==> src/rtl/core/audio_component_descriptor_parser_unit_assert.svh <==
// Assertion macros for the audio component descriptor parser.
// Used by the top level; relies on clk and rst_n in the including module.
`ifndef AUDIO_COMPONENT_DESCRIPTOR_PARSER_UNIT_ASSERT_SVH
`define AUDIO_COMPONENT_DESCRIPTOR_PARSER_UNIT_ASSERT_SVH

`ifndef NO_ASSERTIONS
// A condition that holds at every clock edge out of reset.
`define ACDP_ASSERT_ALWAYS(label, expr, msg) \
  label: assert property (@(posedge clk) disable iff (!rst_n) (expr)) else $error(msg);
// An antecedent that implies a consequent in the same cycle.
`define ACDP_ASSERT_IMPLIES(label, ante, cons, msg) \
  label: assert property (@(posedge clk) disable iff (!rst_n) (ante) |-> (cons)) \
    else $error(msg);
`else
`define ACDP_ASSERT_ALWAYS(label, expr, msg)
`define ACDP_ASSERT_IMPLIES(label, ante, cons, msg)
`endif

`endif

==> src/rtl/core/acdp_pkg.sv <==
// Package for the audio component descriptor parser: transaction structs,
// result kinds, parse phases and sizing constants. No dependencies.
`default_nettype none

package acdp_pkg;

  // Reset value of the expected descriptor tag.
  localparam logic [7:0] TAG_RESET = 8'hC4;

  // Fixed field layout of the descriptor body.
  localparam logic [7:0] HDR_BYTES   = 8'd6;
  localparam logic [7:0] LANG1_END   = 8'd9;
  localparam logic [7:0] NEED_SINGLE = 8'd9;
  localparam logic [7:0] NEED_MULTI  = 8'd12;

  // Result queue sizing.
  localparam int unsigned FIFO_DEPTH = 4;
  localparam int unsigned FIFO_AW    = $clog2(FIFO_DEPTH);
  localparam int unsigned FIFO_CW    = FIFO_AW + 1;

  typedef enum logic [2:0] {
    KIND_HEADER = 3'd0,
    KIND_TEXT   = 3'd1,
    KIND_DONE   = 3'd2,
    KIND_BADTAG = 3'd3,
    KIND_TRUNC  = 3'd4,
    KIND_ZERO   = 3'd5,
    KIND_SHORT  = 3'd6
  } kind_t;

  typedef enum logic [1:0] {
    PH_IDLE   = 2'd0,
    PH_LEN    = 2'd1,
    PH_FIELDS = 2'd2,
    PH_TEXT   = 2'd3
  } phase_t;

  typedef struct packed {
    logic [7:0] data_byte;
    logic       first;
    logic       end_of_data;
  } in_item_t;

  typedef struct packed {
    kind_t       kind;
    logic [3:0]  content_nibble;
    logic [7:0]  comp_type_code;
    logic [7:0]  comp_tag_code;
    logic [7:0]  strm_type_code;
    logic [7:0]  group_tag_code;
    logic [6:0]  audio_flags;
    logic [23:0] language_code;
    logic [23:0] language_code2;
    logic [7:0]  text_byte;
    logic [8:0]  consumed_length;
    logic        last;
  } result_t;

endpackage

`default_nettype wire

==> src/rtl/core/audio_component_descriptor_parser_unit.sv <==
// Top level of the audio component descriptor parser: byte-wise parse state
// and a small result queue. Depends on acdp_pkg and the assertion header.
`default_nettype none

//  channel | direction | handshake        | payload
//  --------+-----------+------------------+------------------------------
//  in_     | input     | in_valid/in_stall | acdp_pkg::in_item_t
//  out_    | output    | out_valid/out_stall | acdp_pkg::result_t
//  cfg_    | input     | cfg_valid/cfg_ready | expected tag, 8 bits
//
// Each byte is parsed in the cycle it is accepted; its zero, one or two
// results land in a four-entry result queue and leave one per cycle unless
// out_stall holds them. A byte can be taken every cycle while the queue
// holds at most two entries; a byte with two results writes both at once.
// Synchronous active-low reset empties the queue, sets the phase to idle and
// the expected tag to 0xC4. A stalled output holds the queue head.
`include "audio_component_descriptor_parser_unit_assert.svh"

module audio_component_descriptor_parser_unit (
  input  wire logic                 clk,
  input  wire logic                 rst_n,
  // Input byte channel.
  input  wire logic                 in_valid,
  output      logic                 in_stall,
  input  wire acdp_pkg::in_item_t   in_data,
  // Result channel.
  output      logic                 out_valid,
  input  wire logic                 out_stall,
  output      acdp_pkg::result_t    out_data,
  // Configuration write channel.
  input  wire logic                 cfg_valid,
  output      logic                 cfg_ready,
  input  wire logic [7:0]           cfg_data
);

  // Parse state.
  acdp_pkg::phase_t phase_r, phase_nxt;
  logic [7:0]       byte_index_r, byte_index_nxt;
  logic [7:0]       body_length_r, body_length_nxt;
  logic [47:0]      header_r, header_nxt;
  logic [23:0]      lang1_r, lang1_nxt;
  logic [23:0]      lang2_r, lang2_nxt;
  logic [7:0]       expected_tag_r;

  // Result queue.
  acdp_pkg::result_t                 fifo_r [acdp_pkg::FIFO_DEPTH];
  logic [acdp_pkg::FIFO_AW-1:0]      wr_ptr_r;
  logic [acdp_pkg::FIFO_AW-1:0]      rd_ptr_r;
  logic [acdp_pkg::FIFO_CW-1:0]      count_r;

  // Per-transaction results.
  acdp_pkg::result_t res0, res1;
  logic [1:0]        n_res;
  logic              in_acc;
  logic              out_pop;
  logic [7:0]        idx_inc;
  logic [7:0]        need;
  logic              multi;

  assign cfg_ready = 1'b1;
  assign in_stall  = (count_r > acdp_pkg::FIFO_CW'(acdp_pkg::FIFO_DEPTH - 2));
  assign in_acc    = in_valid && !in_stall;
  assign out_valid = (count_r != '0);
  assign out_pop   = out_valid && !out_stall;
  assign out_data  = fifo_r[rd_ptr_r];

  // Configuration register.
  always_ff @(posedge clk) begin
    if (!rst_n) begin
      expected_tag_r <= acdp_pkg::TAG_RESET;
    end else if (cfg_valid && cfg_ready) begin
      expected_tag_r <= cfg_data;
    end
  end

  // Next parse state and the results of the incoming byte.
  always_comb begin
    phase_nxt       = phase_r;
    byte_index_nxt  = byte_index_r;
    body_length_nxt = body_length_r;
    header_nxt      = header_r;
    lang1_nxt       = lang1_r;
    lang2_nxt       = lang2_r;
    res0            = '0;
    res1            = '0;
    n_res           = 2'd0;
    idx_inc         = byte_index_r + 8'd1;
    multi           = 1'b0;
    need            = acdp_pkg::NEED_SINGLE;

    if (in_data.first) begin
      // A first byte restarts the parse from any phase.
      byte_index_nxt  = '0;
      body_length_nxt = '0;
      header_nxt      = '0;
      lang1_nxt       = '0;
      lang2_nxt       = '0;
      phase_nxt       = acdp_pkg::PH_IDLE;
      if (in_data.end_of_data) begin
        res0.kind = acdp_pkg::KIND_TRUNC;
        n_res     = 2'd1;
      end else if (in_data.data_byte != expected_tag_r) begin
        res0.kind = acdp_pkg::KIND_BADTAG;
        n_res     = 2'd1;
      end else begin
        phase_nxt = acdp_pkg::PH_LEN;
      end
    end else begin
      case (phase_r)
        acdp_pkg::PH_LEN: begin
          phase_nxt = acdp_pkg::PH_IDLE;
          if (in_data.data_byte == 8'd0) begin
            res0.kind = acdp_pkg::KIND_ZERO;
            n_res     = 2'd1;
          end else if (in_data.end_of_data) begin
            res0.kind = acdp_pkg::KIND_TRUNC;
            n_res     = 2'd1;
          end else begin
            body_length_nxt = in_data.data_byte;
            byte_index_nxt  = '0;
            phase_nxt       = acdp_pkg::PH_FIELDS;
          end
        end

        acdp_pkg::PH_FIELDS: begin
          // Shift the byte into the field it belongs to.
          if (byte_index_r < acdp_pkg::HDR_BYTES) begin
            header_nxt = {header_r[39:0], in_data.data_byte};
          end else if (byte_index_r < acdp_pkg::LANG1_END) begin
            lang1_nxt = {lang1_r[15:0], in_data.data_byte};
          end else begin
            lang2_nxt = {lang2_r[15:0], in_data.data_byte};
          end
          byte_index_nxt = idx_inc;
          multi = header_nxt[7];
          need  = (idx_inc >= acdp_pkg::HDR_BYTES && multi) ?
                  acdp_pkg::NEED_MULTI : acdp_pkg::NEED_SINGLE;

          if (idx_inc == need) begin
            // Fixed fields complete: header record.
            res0.kind           = acdp_pkg::KIND_HEADER;
            res0.content_nibble = header_nxt[43:40];
            res0.comp_type_code = header_nxt[39:32];
            res0.comp_tag_code  = header_nxt[31:24];
            res0.strm_type_code = header_nxt[23:16];
            res0.group_tag_code = header_nxt[15:8];
            res0.audio_flags    = header_nxt[7:1];
            res0.language_code  = lang1_nxt;
            res0.language_code2 = multi ? lang2_nxt : 24'd0;
            n_res               = 2'd1;
            if (idx_inc == body_length_r) begin
              res1.kind            = acdp_pkg::KIND_DONE;
              res1.consumed_length = 9'(body_length_r) + 9'd2;
              n_res                = 2'd2;
              phase_nxt            = acdp_pkg::PH_IDLE;
            end else if (in_data.end_of_data) begin
              res1.kind = acdp_pkg::KIND_TRUNC;
              n_res     = 2'd2;
              phase_nxt = acdp_pkg::PH_IDLE;
            end else begin
              phase_nxt = acdp_pkg::PH_TEXT;
            end
          end else if (idx_inc == body_length_r) begin
            res0.kind = acdp_pkg::KIND_SHORT;
            n_res     = 2'd1;
            phase_nxt = acdp_pkg::PH_IDLE;
          end else if (in_data.end_of_data) begin
            res0.kind = acdp_pkg::KIND_TRUNC;
            n_res     = 2'd1;
            phase_nxt = acdp_pkg::PH_IDLE;
          end
        end

        acdp_pkg::PH_TEXT: begin
          res0.kind      = acdp_pkg::KIND_TEXT;
          res0.text_byte = in_data.data_byte;
          n_res          = 2'd1;
          byte_index_nxt = idx_inc;
          if (idx_inc >= body_length_r) begin
            res1.kind            = acdp_pkg::KIND_DONE;
            res1.consumed_length = 9'(body_length_r) + 9'd2;
            n_res                = 2'd2;
            phase_nxt            = acdp_pkg::PH_IDLE;
          end else if (in_data.end_of_data) begin
            res1.kind = acdp_pkg::KIND_TRUNC;
            n_res     = 2'd2;
            phase_nxt = acdp_pkg::PH_IDLE;
          end
        end

        default: begin
          // Idle bytes without a first mark give nothing.
        end
      endcase
    end

    // Only the final result of a transaction carries last.
    res0.last = (n_res == 2'd1);
    res1.last = 1'b1;
  end

  // Parse state registers.
  always_ff @(posedge clk) begin
    if (!rst_n) begin
      phase_r       <= acdp_pkg::PH_IDLE;
      byte_index_r  <= '0;
      body_length_r <= '0;
      header_r      <= '0;
      lang1_r       <= '0;
      lang2_r       <= '0;
    end else if (in_acc) begin
      phase_r       <= phase_nxt;
      byte_index_r  <= byte_index_nxt;
      body_length_r <= body_length_nxt;
      header_r      <= header_nxt;
      lang1_r       <= lang1_nxt;
      lang2_r       <= lang2_nxt;
    end
  end

  // Result queue storage: up to two writes per accepted byte.
  always_ff @(posedge clk) begin
    if (in_acc && n_res != 2'd0) begin
      fifo_r[wr_ptr_r] <= res0;
    end
    if (in_acc && n_res == 2'd2) begin
      fifo_r[wr_ptr_r + acdp_pkg::FIFO_AW'(1)] <= res1;
    end
  end

  // Result queue pointers and fill count.
  always_ff @(posedge clk) begin
    if (!rst_n) begin
      wr_ptr_r <= '0;
      rd_ptr_r <= '0;
      count_r  <= '0;
    end else begin
      if (in_acc) begin
        wr_ptr_r <= wr_ptr_r + acdp_pkg::FIFO_AW'(n_res);
      end
      if (out_pop) begin
        rd_ptr_r <= rd_ptr_r + acdp_pkg::FIFO_AW'(1);
      end
      count_r <= count_r + (in_acc ? acdp_pkg::FIFO_CW'(n_res) : '0)
                 - acdp_pkg::FIFO_CW'(out_pop);
    end
  end

  // Checks on queue occupancy and parse state.
  `ACDP_ASSERT_ALWAYS(a_fifo_bound,
    count_r <= acdp_pkg::FIFO_CW'(acdp_pkg::FIFO_DEPTH), "result queue overflow")
  `ACDP_ASSERT_IMPLIES(a_text_index, phase_r == acdp_pkg::PH_TEXT,
    byte_index_r < body_length_r, "text phase past body end")
  `ACDP_ASSERT_IMPLIES(a_fields_index, phase_r == acdp_pkg::PH_FIELDS,
    byte_index_r < acdp_pkg::NEED_MULTI && body_length_r != 8'd0, "fields phase out of range")
  `ACDP_ASSERT_IMPLIES(a_pair_last, in_acc && n_res == 2'd2,
    !res0.last && res1.last, "last mark misplaced in a result pair")

endmodule

`default_nettype wire

==> config.mk <==
export PLATFORM = sky130hd
export DESIGN_NAME = audio_component_descriptor_parser_unit
export DESIGN_NICKNAME = d
export VERILOG_FILES = /design/src/rtl/core/acdp_pkg.sv /design/src/rtl/core/audio_component_descriptor_parser_unit.sv
export VERILOG_INCLUDE_DIRS = /design/src /design/src/rtl/core
export SDC_FILE = /design/constraint.sdc
export NUM_CORES = 1
export LEC_CHECK = 0
export BUFFER_PORTS_ARGS = -buffer_cell sky130_fd_sc_hd__buf_2
export CAP_MARGIN = 20
export CORE_ASPECT_RATIO = 1.25
export CORE_MARGIN = 4
export CORE_UTILIZATION = 56
export CTS_BUF_LIST = sky130_fd_sc_hd__clkbuf_16
export CTS_CLUSTER_DIAMETER = 40
export DETAILED_ROUTE_END_ITERATION = 10
export MAX_ROUTING_LAYER = met4
export PLACE_DENSITY = 0.77
export SYNTH_ARGS = -nofsm -noshare
export SYNTH_HDL_FRONTEND = slang
export SYNTH_SLANG_ARGS = --single-unit
==> constraint.sdc <==
create_clock -name clk -period 3.9 [get_ports clk]
set_input_delay 0.39 -clock clk [delete_from_list [all_inputs] [get_ports clk]]
set_output_delay 0.39 -clock clk [all_outputs]
set_load 0.01 [all_outputs]
Word level (Yosys, flattened, before mapping)
Memories as Yosys holds them, arrays and structs flattened. A register that Yosys moved wholly into a read port is not among the register bits.
Index checks and enable logic that the tools add are counted.
{"block": "word_totals", "register_bits": 125, "mem_bits_rw": 448, "in_bits": 23, "wordCells": 132, "n_memories": 1}
{"block": "classes", "add_sub_neg": 7, "n_lt_le_gt_ge": 5, "n_eq_ne": 12, "mux": 75, "n_reduce_logical": 21}
{"memory": "fifo_r", "words": 4, "word_bits": 112, "read_ports": 1, "rd_ports_with_merged_regs": 1, "write_ports": 2, "line_no": "audio_component_descriptor_parser_unit.sv:46", "text": "acdp_pkg::result_t fifo_r [acdp_pkg::FIFO_DEPTH];"}
{"operator": "44-bit 2-to-1 mux", "n": 5}
{"operator": "24-bit 2-to-1 mux", "n": 9}
{"operator": "91-bit 2-to-1 mux", "n": 2}
{"operator": "99-bit 2-to-1 mux", "n": 1}
{"operator": "8-bit 2-to-1 mux", "n": 8}
{"operator": "2-bit 2-to-1 mux", "n": 19}
{"operator": "9-bit 2-to-1 mux", "n": 4}
{"operator": "3-bit 2-to-1 mux", "n": 11}
{"operator": "9-bit case mux with 2 select lines", "n": 1}
{"operator": "8-bit case mux with 2 select lines", "n": 1}
{"operator": "2-bit case mux with 3 select lines", "n": 2}
{"operator": "1-bit 2-to-1 mux", "n": 10}
{"operator": "8-bit by 2-bit adder with 9-bit output, second input constant", "n": 1}
{"operator": "3-bit case mux with 3 select lines", "n": 1}
{"operator": "8-bit by 1-bit adder with 8-bit output, second input constant", "n": 1}
{"operator": "8-bit by 4-bit equality test with 1-bit output", "n": 1}
{"operator": "8-bit equality test", "n": 1}
{"operator": "8-bit by 3-bit greater-or-equal comparator with 1-bit output, second input constant", "n": 1}
{"operator": "8-bit greater-or-equal comparator", "n": 1}
{"operator": "8-bit zero test", "n": 1}
{"operator": "8-bit by 3-bit less-than comparator with 1-bit output, second input constant", "n": 1}
{"operator": "8-bit by 4-bit less-than comparator with 1-bit output, second input constant", "n": 1}
{"operator": "8-bit inequality test", "n": 1}
{"operator": "4-bit AND reduction", "n": 2}
{"operator": "19 further kinds", "n": 34}

Longest topological paths before layout
{"block": "logic_depth", "word_depth": 14, "depth_mapped": 19, "depth_no_buf": 19}

Worst setup path before layout
OpenSTA, ideal clock, no wires.
{"block": "synth_path", "kind": "reg-to-reg", "from": "reg byte_index_r[2]", "to": "mem fifo_r[3][110] in the netlist's numbering, enable pin", "setup_ns": 0.345, "t_arrival_ns": 3.658, "slack_ns": -0.103, "path_stages_with_launch": 16, "path_buffers": 4, "synth_period_minus_slack_ns": 4.003, "path_cell_list": "dfxtp_1 > clkbuf_1 > nand3_1 > or3_1 > nand2_1 > ha_1 > nand4_1 > o311ai_0 > nor2_1 > a21oi_1 > a21oi_2 > buf_2 > buf_6 > or3_1 > clkbuf_1 > nand2_1"}
{"element": "start: declaration", "line_no": "audio_component_descriptor_parser_unit.sv:38", "text": "logic [7:0] byte_index_r, byte_index_nxt;"}
{"element": "start signal: assignment", "line_no": "audio_component_descriptor_parser_unit.sv:213", "text": "byte_index_r <= byte_index_nxt;"}
{"element": "end: declaration", "line_no": "audio_component_descriptor_parser_unit.sv:46"}

Final worst setup path
{"block": "layout_path", "from": "reg byte_index_r[5]", "to": "reg count_r[2] in the netlist's numbering"}
{"block": "layout_between", "elab_chain_cells": 13}
{"element": "branches (longest 8 deep; another with 8-bit by 1-bit adder with 8-bit output)"}
{"element": "2-bit case mux with 3 select lines *", "line_no": "audio_component_descriptor_parser_unit.sv:109", "text": "case (phase_r)"}
{"element": "2-bit 2-to-1 mux *", "line_no": "audio_component_descriptor_parser_unit.sv:91", "text": "if (in_data.first) begin"}
{"element": "2-bit 2-to-1 mux *", "line_no": "audio_component_descriptor_parser_unit.sv:244", "text": "count_r <= count_r + (in_acc ? acdp_pkg::FIFO_CW'(n_res) : '0)"}
{"element": "3-bit by 2-bit adder with 3-bit output *", "line_no": "audio_component_descriptor_parser_unit.sv:244"}
{"element": "3-bit by 1-bit subtractor with 3-bit output *", "line_no": "audio_component_descriptor_parser_unit.sv:245", "text": "- acdp_pkg::FIFO_CW'(out_pop);"}
{"element": "end signal: assignment", "line_no": "audio_component_descriptor_parser_unit.sv:244"}
{"element": "end: declaration", "line_no": "audio_component_descriptor_parser_unit.sv:49", "text": "logic [acdp_pkg::FIFO_CW-1:0] count_r;"}
Every way passes the cells marked *. The select of a mux whose other input is x is not followed.
A chain may end at the register's enable or synchronous reset.

==> impl_metrics.xml <==
<?xml version="1.0" encoding="UTF-8"?>
<metrics>
  <group name="detailed_routing">
    <metric name="via_per_inst" unit="">6.29</metric>
    <metric name="postRouteAntennaNets" unit="">0</metric>
    <metric name="first_pass_iters" unit="">6</metric>
    <metric name="drt_iter0_markers" unit="">2155</metric>
    <metric name="routedWlPerCell" unit="um">21.0</metric>
    <metric name="totalWireLength" unit="um">78800</metric>
    <metric name="post-route-drc-count" unit="">0</metric>
    <metric name="num_vias" unit="">23599</metric>
  </group>
  <group name="logic_synthesis">
    <metric name="cell_count_after_synthesis" unit="">3021</metric>
    <metric name="post_synth.cell_area_avg" unit="um^2">9.43</metric>
    <metric name="yosys.cell_types.count" unit="">64</metric>
    <metric name="postSynthNetCount" unit="">3064</metric>
    <metric name="synth-edff-count" unit="">44</metric>
    <metric name="synth.yosys.warnings" unit="">0</metric>
    <metric name="post-synth-top-area-cell" unit="">dfxtp_1</metric>
    <metric name="synth.area.top_cells" unit="">dfxtp_1 37%, mux2i_1 15%, o21ai_0 14%, mux4_2 8.9%, edfxtp_1 4.6%</metric>
    <metric name="synth.yosys.seq_area_share" unit="%">41.9</metric>
    <metric name="synthFlopType" unit="">dfxtp_1</metric>
    <metric name="asyncSetResetFlopFracSynth" unit="%">0</metric>
    <metric name="area_share_of_the_largest_cell_type_after_synthesis" unit="%">37.3</metric>
    <metric name="yosys_register_bits" unit="">575</metric>
    <metric name="syn-cell-area" unit="um^2">28500</metric>
  </group>
  <group name="cts">
    <metric name="root_buf_cell" unit="">clkbuf_16</metric>
    <metric name="cts.htree.levels" unit="">3</metric>
    <metric name="cts-buffers-inserted" unit="">70</metric>
    <metric name="clock_sinks" unit="">575</metric>
    <metric name="cts_max_path_buffers" unit="">3</metric>
    <metric name="tritoncts" unit="">built</metric>
    <metric name="clk_pin_slew" unit="ps">60</metric>
    <metric name="insertion_delay" unit="ps">600</metric>
  </group>
  <group name="place">
    <metric name="io_buffer_count" unit="">136</metric>
    <metric name="gp_congestion" unit="">0.918</metric>
    <metric name="detailedPlacementHpwl" unit="um">50500</metric>
    <metric name="postPlaceCellArea" unit="um^2">30100</metric>
    <metric name="numPlacedInstances" unit="">3620</metric>
  </group>
  <group name="setup_path">
    <metric name="timing.critical_path.to_type" unit="">flip-flop</metric>
    <metric name="setup.worst_path.end" unit="">count_r[2]</metric>
    <metric name="timing.reg2reg.worst_path_depth" unit="">15</metric>
    <metric name="worst_setup_path_startpoint" unit="">byte_index_r[5]</metric>
    <metric name="rr_endpoint" unit="">count_r[2]</metric>
    <metric name="cp.arrival" unit="ps">4270</metric>
    <metric name="startpoint_type" unit="">flip-flop</metric>
    <metric name="crit_type" unit="">reg -&gt; reg</metric>
    <metric name="r2r-start" unit="">byte_index_r[5]</metric>
    <metric name="timing.reg2reg.setup_slack" unit="ps">130</metric>
    <metric name="worstPathRequired" unit="ps">4400</metric>
    <metric name="crit_fanout" unit="">6</metric>
  </group>
  <group name="floorplan">
    <metric name="std_cell_rows" unit="">92</metric>
    <metric name="die-area" unit="um^2">54600</metric>
    <metric name="floorplan.io_pins" unit="">138</metric>
    <metric name="floorplan.initialDensity" unit="%">56.5</metric>
    <metric name="die-height" unit="um">260</metric>
    <metric name="core_area" unit="um^2">50400</metric>
    <metric name="die_w" unit="um">210</metric>
  </group>
  <group name="layout">
    <metric name="drive_above_1_share" unit="%">17.2</metric>
    <metric name="nFillCells" unit="">3936</metric>
    <metric name="area.growth.synth_to_final" unit="%">14.3</metric>
    <metric name="final_net_count" unit="">3082</metric>
    <metric name="final_util" unit="%">64.6</metric>
    <metric name="layoutNonFillerInstCount" unit="">3753</metric>
    <metric name="layout.cell_area.non_filler" unit="um^2">32600</metric>
  </group>
  <group name="timing">
    <metric name="clock_skew" unit="ps">22.3</metric>
    <metric name="final_min_period_over_clock_period" unit="%">96.6</metric>
    <metric name="min_period" unit="ps">3770</metric>
    <metric name="hold_violations" unit="">0</metric>
    <metric name="final_max_slew_viol_count" unit="">0</metric>
    <metric name="maxSlewHeadroom" unit="%">41.7</metric>
    <metric name="setup-violations-final" unit="">0</metric>
    <metric name="achievable-frequency" unit="GHz">0.265</metric>
    <metric name="tightest_slew" unit="ps">869</metric>
    <metric name="total_negative_slack_for_setup_checks" unit="ps">0</metric>
  </group>
  <group name="pwr">
    <metric name="leakagePower" unit="uW">0.0133</metric>
    <metric name="comb_power_share" unit="%">11.5</metric>
    <metric name="p_seq_share" unit="%">43.5</metric>
    <metric name="total_power" unit="uW">14200</metric>
    <metric name="clock_power_share" unit="%">45.0</metric>
    <metric name="net-switching-power" unit="uW">3660</metric>
    <metric name="powerDensity" unit="nW/um^2">435</metric>
    <metric name="power.share.switching" unit="%">25.8</metric>
    <metric name="ir_drop" unit="mV">0.369</metric>
    <metric name="intPower" unit="uW">10500</metric>
  </group>
  <group name="run">
    <metric name="cap_viol_max_count" unit="">0</metric>
  </group>
  <group name="grt">
    <metric name="grt_start_max_net_pins" unit="">121</metric>
    <metric name="grt_overflow_total" unit="">0</metric>
    <metric name="gr-usage-all-layers" unit="%">28.6</metric>
    <metric name="number_of_global_route_vias_before_repair" unit="">23140</metric>
    <metric name="grt_pass1_wl" unit="um">124000</metric>
    <metric name="antenna_found_initial" unit="">6</metric>
  </group>
  <group name="hold_path">
    <metric name="worst_min_path_class" unit="">in -&gt; reg</metric>
  </group>
  <group name="outcome">
    <metric name="run_status" unit="">complete, no violations</metric>
  </group>
</metrics>
## placed cells by master, fill, tap and decap left out, drive strengths merged, types with 5 or more instances in the layout
cell type,synthesis,final
a21oi,111,111
a22oi,92,92
and2,10,10
buf,60,268
bufinv,0,5
clkbuf,263,73
clkinv,2,27
clkinvlp,0,5
dfxtp,531,531
diode,0,5
edfxtp,44,44
ha,19,19
inv,29,44
mux2i,416,416
mux4,112,112
nand2,224,224
nand2b,5,5
nand3,12,12
nand4,9,9
nor2,56,56
nor2b,122,122
nor3,17,17
o21a,6,6
o21ai,784,784
o21bai,11,11
o22ai,8,8
or3,5,5
xnor2,17,17
xor2,6,6
## power groups by stage
| stage | registers, uW | clock network (uW) | logic (uW) |
|---|---|---|---|
| after global routing | 6190 | 6670 | 1730 |
| after global placement | 6300 | 0 | 1610 |
| after floorplan | 6190 | 0 | 1220 |
| final | 6170 | 6370 | 1630 |
| after detailed placement | 6300 | 0 | 1620 |
| after CTS | 6180 | 6430 | 1620 |
## metal layers
| metal | vias to the layer above | part of all wire [%] | routed length [um] | global-route usage (%) |
|---|---|---|---|---|
| met5 | - | 0 | 0 | - |
| met4 | 0 | 3.7 | 2930 | 12.2 |
| met3 | 176 | 5.7 | 4500 | 3.56 |
| met2 | 884 | 50 | 39700 | 48.2 |
| met1 | 11573 | 40 | 31600 | 34.9 |
| li1 | 10966 | - | - | - |
## cell families (layout without fill, tap and decap cells)
| group | Yosys count | after routing | synth area share [%] |
|---|---|---|---|
| AOI/OAI and AO/OA | 1044 | 1044 | 19.9 |
| xor gates and xnor gates | 23 | 23 | 0.707 |
| adders and majority gates | 20 | 20 | 0.904 |
| buffers and inverters | 354 | 423 | 5.15 |
| DFF | 575 | 575 | 41.9 |
| muxes | 528 | 528 | 23.5 |
| other | 1 | 6 | 0.0132 |
| and+or+nand+nor | 476 | 476 | 7.92 |
## synth_stat cells (all sizes together), types with 3 or more instances
cell type  instances
xnor2             17
a21boi             4
o21bai            11
nand2            224
mux4             112
xor2               6
nand3             12
nor2              56
nor3              17
o211ai             4
a22oi             92
and2              10
buf               60
mux2i            416
dfxtp            531
o21a               6
ha                19
nor4               4
a21o               3
a21oi            111
or2                4
o22ai              8
o21ai            784
or3                5
edfxtp            44
nor2b            122
nand2b             5
clkbuf           263
nand4              9
inv               29
## worst min path at each step
stage | end | start | cells after the start
after floorplan | fifo_r[3][0] | fifo_r[3][0] | 2
after global placement | fifo_r[3][0] | fifo_r[3][0] | 2
after detailed placement | fifo_r[3][0] | fifo_r[3][0] | 2
after CTS | expected_tag_r[6] | cfg_data[6] | 3
after global routing | expected_tag_r[6] | cfg_data[6] | 3
final | expected_tag_r[6] | cfg_data[6] | 3
## critical path, stage by stage (launching register included)
cell	delay, ps
dfxtp_1	300
buf_4	160
or4_1	520
o21ai_2	250
a21oi_1	160
o211ai_1	330
a31oi_4	130
a21oi_1	180
nor2_1	60
or3_1	410
ha_1	290
inv_1	50
ha_2	170
fa_2	380
xnor2_1	120
and2_1	150
## timing repair
item | CTS | global route
setup buffers | 0 | 4
setup endpoints to repair | 2 | 263
hold endpoints to repair | 1 | 0
gates cloned | 0 | 0
hold buffers | 1 | 0
pin swaps | 0 | 17
gates resized for setup | 3 | 33
## state kept, by name, indices dropped and copies added (netlist names), 3 cells and up, named ones only
register and count:
fifo_r 448, header_r 44, lang1_r 24, lang2_r 24, body_length_r 8, byte_index_r 8
expected_tag_r 8, count_r 3
## through the flow
stage | setup WS, ps | hold slack, ps
floorplan | 1.94 | 431
detailed placement | -94.0 | 460
global placement | -27.2 | 444
global route | -24.4 | 39.1
finish | 133 | 44.1
CTS | 47.5 | 3.33
## area by class of cell
cell class                 instances  area [um^2]  share of cell area, %
multi-input combinational       2092        15300                   46.8
sequential                       575        12000                   36.7
timing repair buffer             269         2140                   6.56
clock buffer                      73         1830                   5.61
tap                              658          823                   2.53
clock inverter                    50          440                   1.35
inverter                          31          116                  0.357
antenna                            5         12.5                 0.0384
Power figures use the tool's default switching activity.
